**config.mk**
```make
export PLATFORM = sky130hd
export DESIGN_NAME = qsc_div_pipe
export DESIGN_NICKNAME = d
export VERILOG_FILES = /design/src/hw/rtl/qsc_div_pipe.sv
export SDC_FILE = /design/constraint.sdc
export NUM_CORES = 2
export LEC_CHECK = 0
export BUFFER_PORTS_ARGS = -buffer_cell sky130_fd_sc_hd__buf_2
export CAP_MARGIN = 10
export CORE_MARGIN = 8
export CORE_UTILIZATION = 50
export CTS_CLUSTER_DIAMETER = 30
export CTS_CLUSTER_SIZE = 16
export DETAILED_ROUTE_END_ITERATION = 7
export PLACE_DENSITY_LB_ADDON = 0.1
export SLEW_MARGIN = 25
export SYNTH_ARGS = -nofsm -noshare
export SYNTH_HDL_FRONTEND = slang
export SYNTH_SLANG_ARGS = --single-unit
```
**constraint.sdc**
```tcl
create_clock -name clk -period 4.4 [get_ports clk]
set_input_delay 0.22 -clock clk [delete_from_list [all_inputs] [get_ports clk]]
set_output_delay 0.22 -clock clk [all_outputs]
set_load 0.02 [all_outputs]
```
**src/hw/rtl/qsc_div_pipe.sv**
```systemverilog
// Pipelined restoring divider, one quotient bit per stage.
`timescale 1ns / 1ps

module qsc_div_pipe #(
    parameter int QUO_W = 20,
    parameter int DEN_W = 31,
    parameter int SB_W  = 3
) (
    input  logic                    clk,
    input  logic                    rst_n,
    input  logic                    en,
    input  logic                    in_valid,
    input  logic [QUO_W+DEN_W-1:0]  in_num,
    input  logic [DEN_W-1:0]        in_den,
    input  logic [SB_W-1:0]         in_sb,
    output logic                    out_valid,
    output logic [QUO_W-1:0]        out_quo,
    output logic [SB_W-1:0]         out_sb
);

    localparam int REM_W = QUO_W + DEN_W;

    logic             valid_reg [QUO_W];
    logic [REM_W-1:0] rem_reg   [QUO_W];
    logic [DEN_W-1:0] den_reg   [QUO_W];
    logic [QUO_W-1:0] quo_reg   [QUO_W];
    logic [SB_W-1:0]  sb_reg    [QUO_W];

    genvar s;
    generate
        for (s = 0; s < QUO_W; s++)
        begin : g_stage
            localparam int BIT = QUO_W - 1 - s;

            logic             stg_valid;
            logic [REM_W-1:0] stg_rem;
            logic [DEN_W-1:0] stg_den;
            logic [QUO_W-1:0] stg_quo;
            logic [SB_W-1:0]  stg_sb;
            logic [REM_W-1:0] shifted;
            logic             take;

            if (s == 0)
            begin : g_first
                assign stg_valid = in_valid;
                assign stg_rem   = in_num;
                assign stg_den   = in_den;
                assign stg_quo   = '0;
                assign stg_sb    = in_sb;
            end
            else
            begin : g_next
                assign stg_valid = valid_reg[s-1];
                assign stg_rem   = rem_reg[s-1];
                assign stg_den   = den_reg[s-1];
                assign stg_quo   = quo_reg[s-1];
                assign stg_sb    = sb_reg[s-1];
            end

            // Trial subtract of the divisor aligned to this quotient bit.
            assign shifted = REM_W'(stg_den) << BIT;
            assign take    = (stg_rem >= shifted);

            always_ff @(posedge clk or negedge rst_n)
            begin
                if (!rst_n)
                begin
                    valid_reg[s] <= 1'b0;
                end
                else if (en)
                begin
                    valid_reg[s] <= stg_valid;
                end
            end

            always_ff @(posedge clk)
            begin
                if (en)
                begin
                    rem_reg[s] <= take ? (stg_rem - shifted) : stg_rem;
                    den_reg[s] <= stg_den;
                    quo_reg[s] <= stg_quo | (QUO_W'(take) << BIT);
                    sb_reg[s]  <= stg_sb;
                end
            end
        end
    endgenerate

    assign out_valid = valid_reg[QUO_W-1];
    assign out_quo   = quo_reg[QUO_W-1];
    assign out_sb    = sb_reg[QUO_W-1];

endmodule

```
==> out/metrics.yaml <==
worst_setup_path:
  critPathKind: "reg -> reg"
  start_kind: "flop"
  crit_buf_inv: 2
  cp_common_cell: "buf_4"
  timing.rr.end: "rem_reg[11][11]"
  rr_worst_depth: 12
  cp_top_family: "simple AND/OR/NAND/NOR gates"
  cp_cell_sequence: "ha_1 -> nor2b_1 -> o21a_1 -> o21ai_0 -> a211oi_1 -> or3_1 -> a2bb2oi_1 -> nand3_1 -> nor3b_2 -> buf_4 -> buf_4 -> mux2_2"
  slowest_stage: "or3_1"
  end_kind: "flop"
  rrSetupSlack_ns: 0.12
  required_ns: 5.10
  crit_arrival_ns: 4.97
  rr_startpoint: "rem_reg[10][9]"
  worst_path_largest_cell_delay_ns: 0.48
  crit_fanout: 38
sta:
  worstMarginPinSlew_ns: 0.874
  timing.fmax_mhz: 234
  finalCritPeriodShare_pct: 97.2
  rsz0062_at_grt: "false"
  setup_viol: 0
  fin_crit_ns: 4.28
  hold_viol: 0
  max-slew-margin-rel_pct: 41.7
  fin_worst_skew_ns: 0.0723
  whs_ns: 0.123
  slew_violations: 0
clocking:
  cts_buffers: 441
  h-tree-depth: 5
  cts_buffer_depth: 4
  clk_latency_ns: 0.96
  cts_sinks: 1848
  cts-root-buf: "clkbuf_16"
  cts_tree: "done"
  clkSlewWorstSetupHoldPaths_ns: 0.05
logic_synthesis:
  netlist_instances: 8743
  ys_seq_area_share_pct: 55.9
  synth_edf_count: 1828
  ys_warn_count: 0
  synth-seq-cells: 1848
  syn-num-nets: 9471
  ys_types: 90
  synth_area_sq_um: 99200
  async_flop_share_pct: 1.08
  yosys_most_used_dff: "edfxtp_1"
  synth.avg_cell_area_sq_um: 11.3
routing:
  vias_per_cell: 5.50
  drtPass1Iterations: 5
  dr.first_iter.drc_count: 3339
  drc_errors: 0
  wl_per_cell_um: 19.0
  num_vias: 68800
  final_antenna_net_count: 0
  wirelength_um: 238000
cells_and_area:
  mostFrequentLayoutCells: "edfxtp_1 (1828), inv_1 (772), nand2_1 (713)"
  final_common_cell: "edfxtp_1"
  multiInputGateArea_sq_um: 40200
  post-route-util_pct: 61.3
  layout-drive-gt1-share_pct: 12.6
  nFillCells: 15600
  largest_register_ffs: 969
  area_growth_pct: 21.9
  nets: 10200
  regArea_sq_um: 55400
floorplan:
  row_count: 163
  dieArea_sq_um: 213000
  core-area_sq_um: 197000
  die_y_um: 461
  ios: 113
  fp.dieW_um: 461
  start_util_pct: 50.3
worst_hold_path:
  hold_path_class: "in -> reg"
  hold_depth: 4
  hold_end: "rem_reg[0][40]"
  min_from: "in_num[40]"
pwr:
  p_leak_uw: 0.0487
  switching_share_pct: 32.4
  power_density_nw_per_um2: 723
  ir_drop_uv: 454
  clockPowerShare_pct: 35.5
  seqPwrFrac_pct: 31.4
  p_switching_uw: 28300
  p_int_uw: 59100
  pwr-share-comb_pct: 33.1
global_route:
  grt_pass1_vias: 72700
  grt_max_degree: 169
  grt_usage_pct: 21.9
  grt_overflow: 0
  grt_pass1_wl_um: 370000
  antenna_found_initial: 4
placed_design:
  io_buffers: 112
  globalplace.congestion: 0.986
  hpwl_um: 180000
run_status:
  status: "finished, final reports clean"
flow_run:
  maxCapViolCount: 0
[cells in the mapped netlist, types with 74 or more instances]
| cell type | n | area, sq um |
|---|---|---|
| xnor2_1 | 365 | 3200 |
| nor4_1 | 108 | 676 |
| a31oi_1 | 74 | 463 |
| nand2b_1 | 110 | 688 |
| a21oi_1 | 700 | 3500 |
| nand4_1 | 116 | 726 |
| nand2_1 | 713 | 2680 |
| nor2_1 | 491 | 1840 |
| ha_1 | 620 | 7760 |
| xor2_1 | 320 | 2800 |
| nor3_1 | 129 | 646 |
| o21bai_1 | 81 | 608 |
| a21o_1 | 359 | 2700 |
| nor2b_1 | 108 | 676 |
| nand3_1 | 150 | 751 |
| inv_1 | 772 | 2900 |
| clkbuf_1 | 192 | 721 |
| o21ai_0 | 628 | 3140 |
| mux2_2 | 115 | 1290 |
| edfxtp_1 | 1828 | 54900 |
[worst max path at each step]
stage	start	endpoint	cells after the start
final	rem_reg[10][9]	rem_reg[11][11]	12
after global routing	rem_reg[2][20]	rem_reg[3][49]	14
after global placement	rem_reg[15][3]	rem_reg[16][49]	15
after detailed placement	rem_reg[15][3]	rem_reg[16][43]	15
after CTS	rem_reg[9][9]	rem_reg[10][46]	15
after floorplan	den_reg[9][0]	rem_reg[10][46]	13
[cell families after synthesis]
| group | synth area share (%) |
|---|---|
| DFF | 55.9 |
| AOI/OAI and AO/OA | 13.9 |
| muxes | 1.41 |
| and+or+nand+nor | 10.8 |
| buffers and inverters | 3.76 |
| xor gates and xnor gates | 6.05 |
| adders and majority gates | 8.21 |
[stage by stage]
stage | instance area, sq um | setup TNS [ns] | worst slack, ns | power [uW] | instances
2_1_floorplan | 99200 | 0 | 0.608 | 47600 | 8743
3_3_place_gp | 105000 | -0.351 | -0.110 | 55500 | 11600
3_5_place_dp | 105000 | -0.0542 | -0.0358 | 56100 | 11600
4_1_cts | 121000 | 0 | 0.146 | 87800 | 12500
5_1_grt | 121000 | 0 | 0.00792 | 92300 | 12500
6_report | 121000 | 0 | 0.121 | 87300 | 12500
[area by class of cell]
type | instances | share of cell area (%)
diodes | 3 | 0.00621
clock inverters | 273 | 2.39
multi-input cells | 5905 | 33.3
clock buffers | 518 | 9.54
flip-flops and latches | 1848 | 45.8
repair buffers | 551 | 3.80
inverters | 772 | 2.40
well taps | 2640 | 2.73
[worst reg2reg max path: stages, from the launching register on]
cell,delay [ns]
edfxtp_1,0.43
ha_1,0.33
nor2b_1,0.13
o21a_1,0.17
o21ai_0,0.39
a211oi_1,0.19
or3_1,0.48
a2bb2oi_1,0.27
nand3_1,0.16
nor3b_2,0.48
buf_4,0.21
buf_4,0.33
mux2_2,0.44
[per-layer routing]
metal	wire length, um	vias to the layer above	part of all wire, %	GRT usage [%]
met5	0	-	0	0
met4	22100	0	9.3	18.2
met3	8050	882	3.4	3.68
met2	132000	1649	55	43.8
met1	75800	32400	32	18.3
li1	-	33900	-	-
[power groups by stage]
stage / logic [uW] / registers (uW) / clock network (uW)
after floorplan: 20900 / 26800 / 0
after global placement: 27900 / 27600 / 0
after detailed placement: 28500 / 27700 / 0
after CTS: 28800 / 27400 / 31600
after global routing: 32000 / 27800 / 32500
final: 28900 / 27400 / 31000
[what timing repair did]
| action | 4_1_cts | 5_1_grt |
|---|---|---|
| gates cloned | 0 | 1 |
| hold buffers | 153 | 1 |
| resized for setup | 1 | 10 |
| buffers inserted | 0 | 5 |
| endpoints found under the setup margin | 3 | 17 |
| pin swaps | 0 | 4 |
| hold endpoints to repair | 239 | 20 |
No activity file was read; power rests on OpenSTA's default activity.
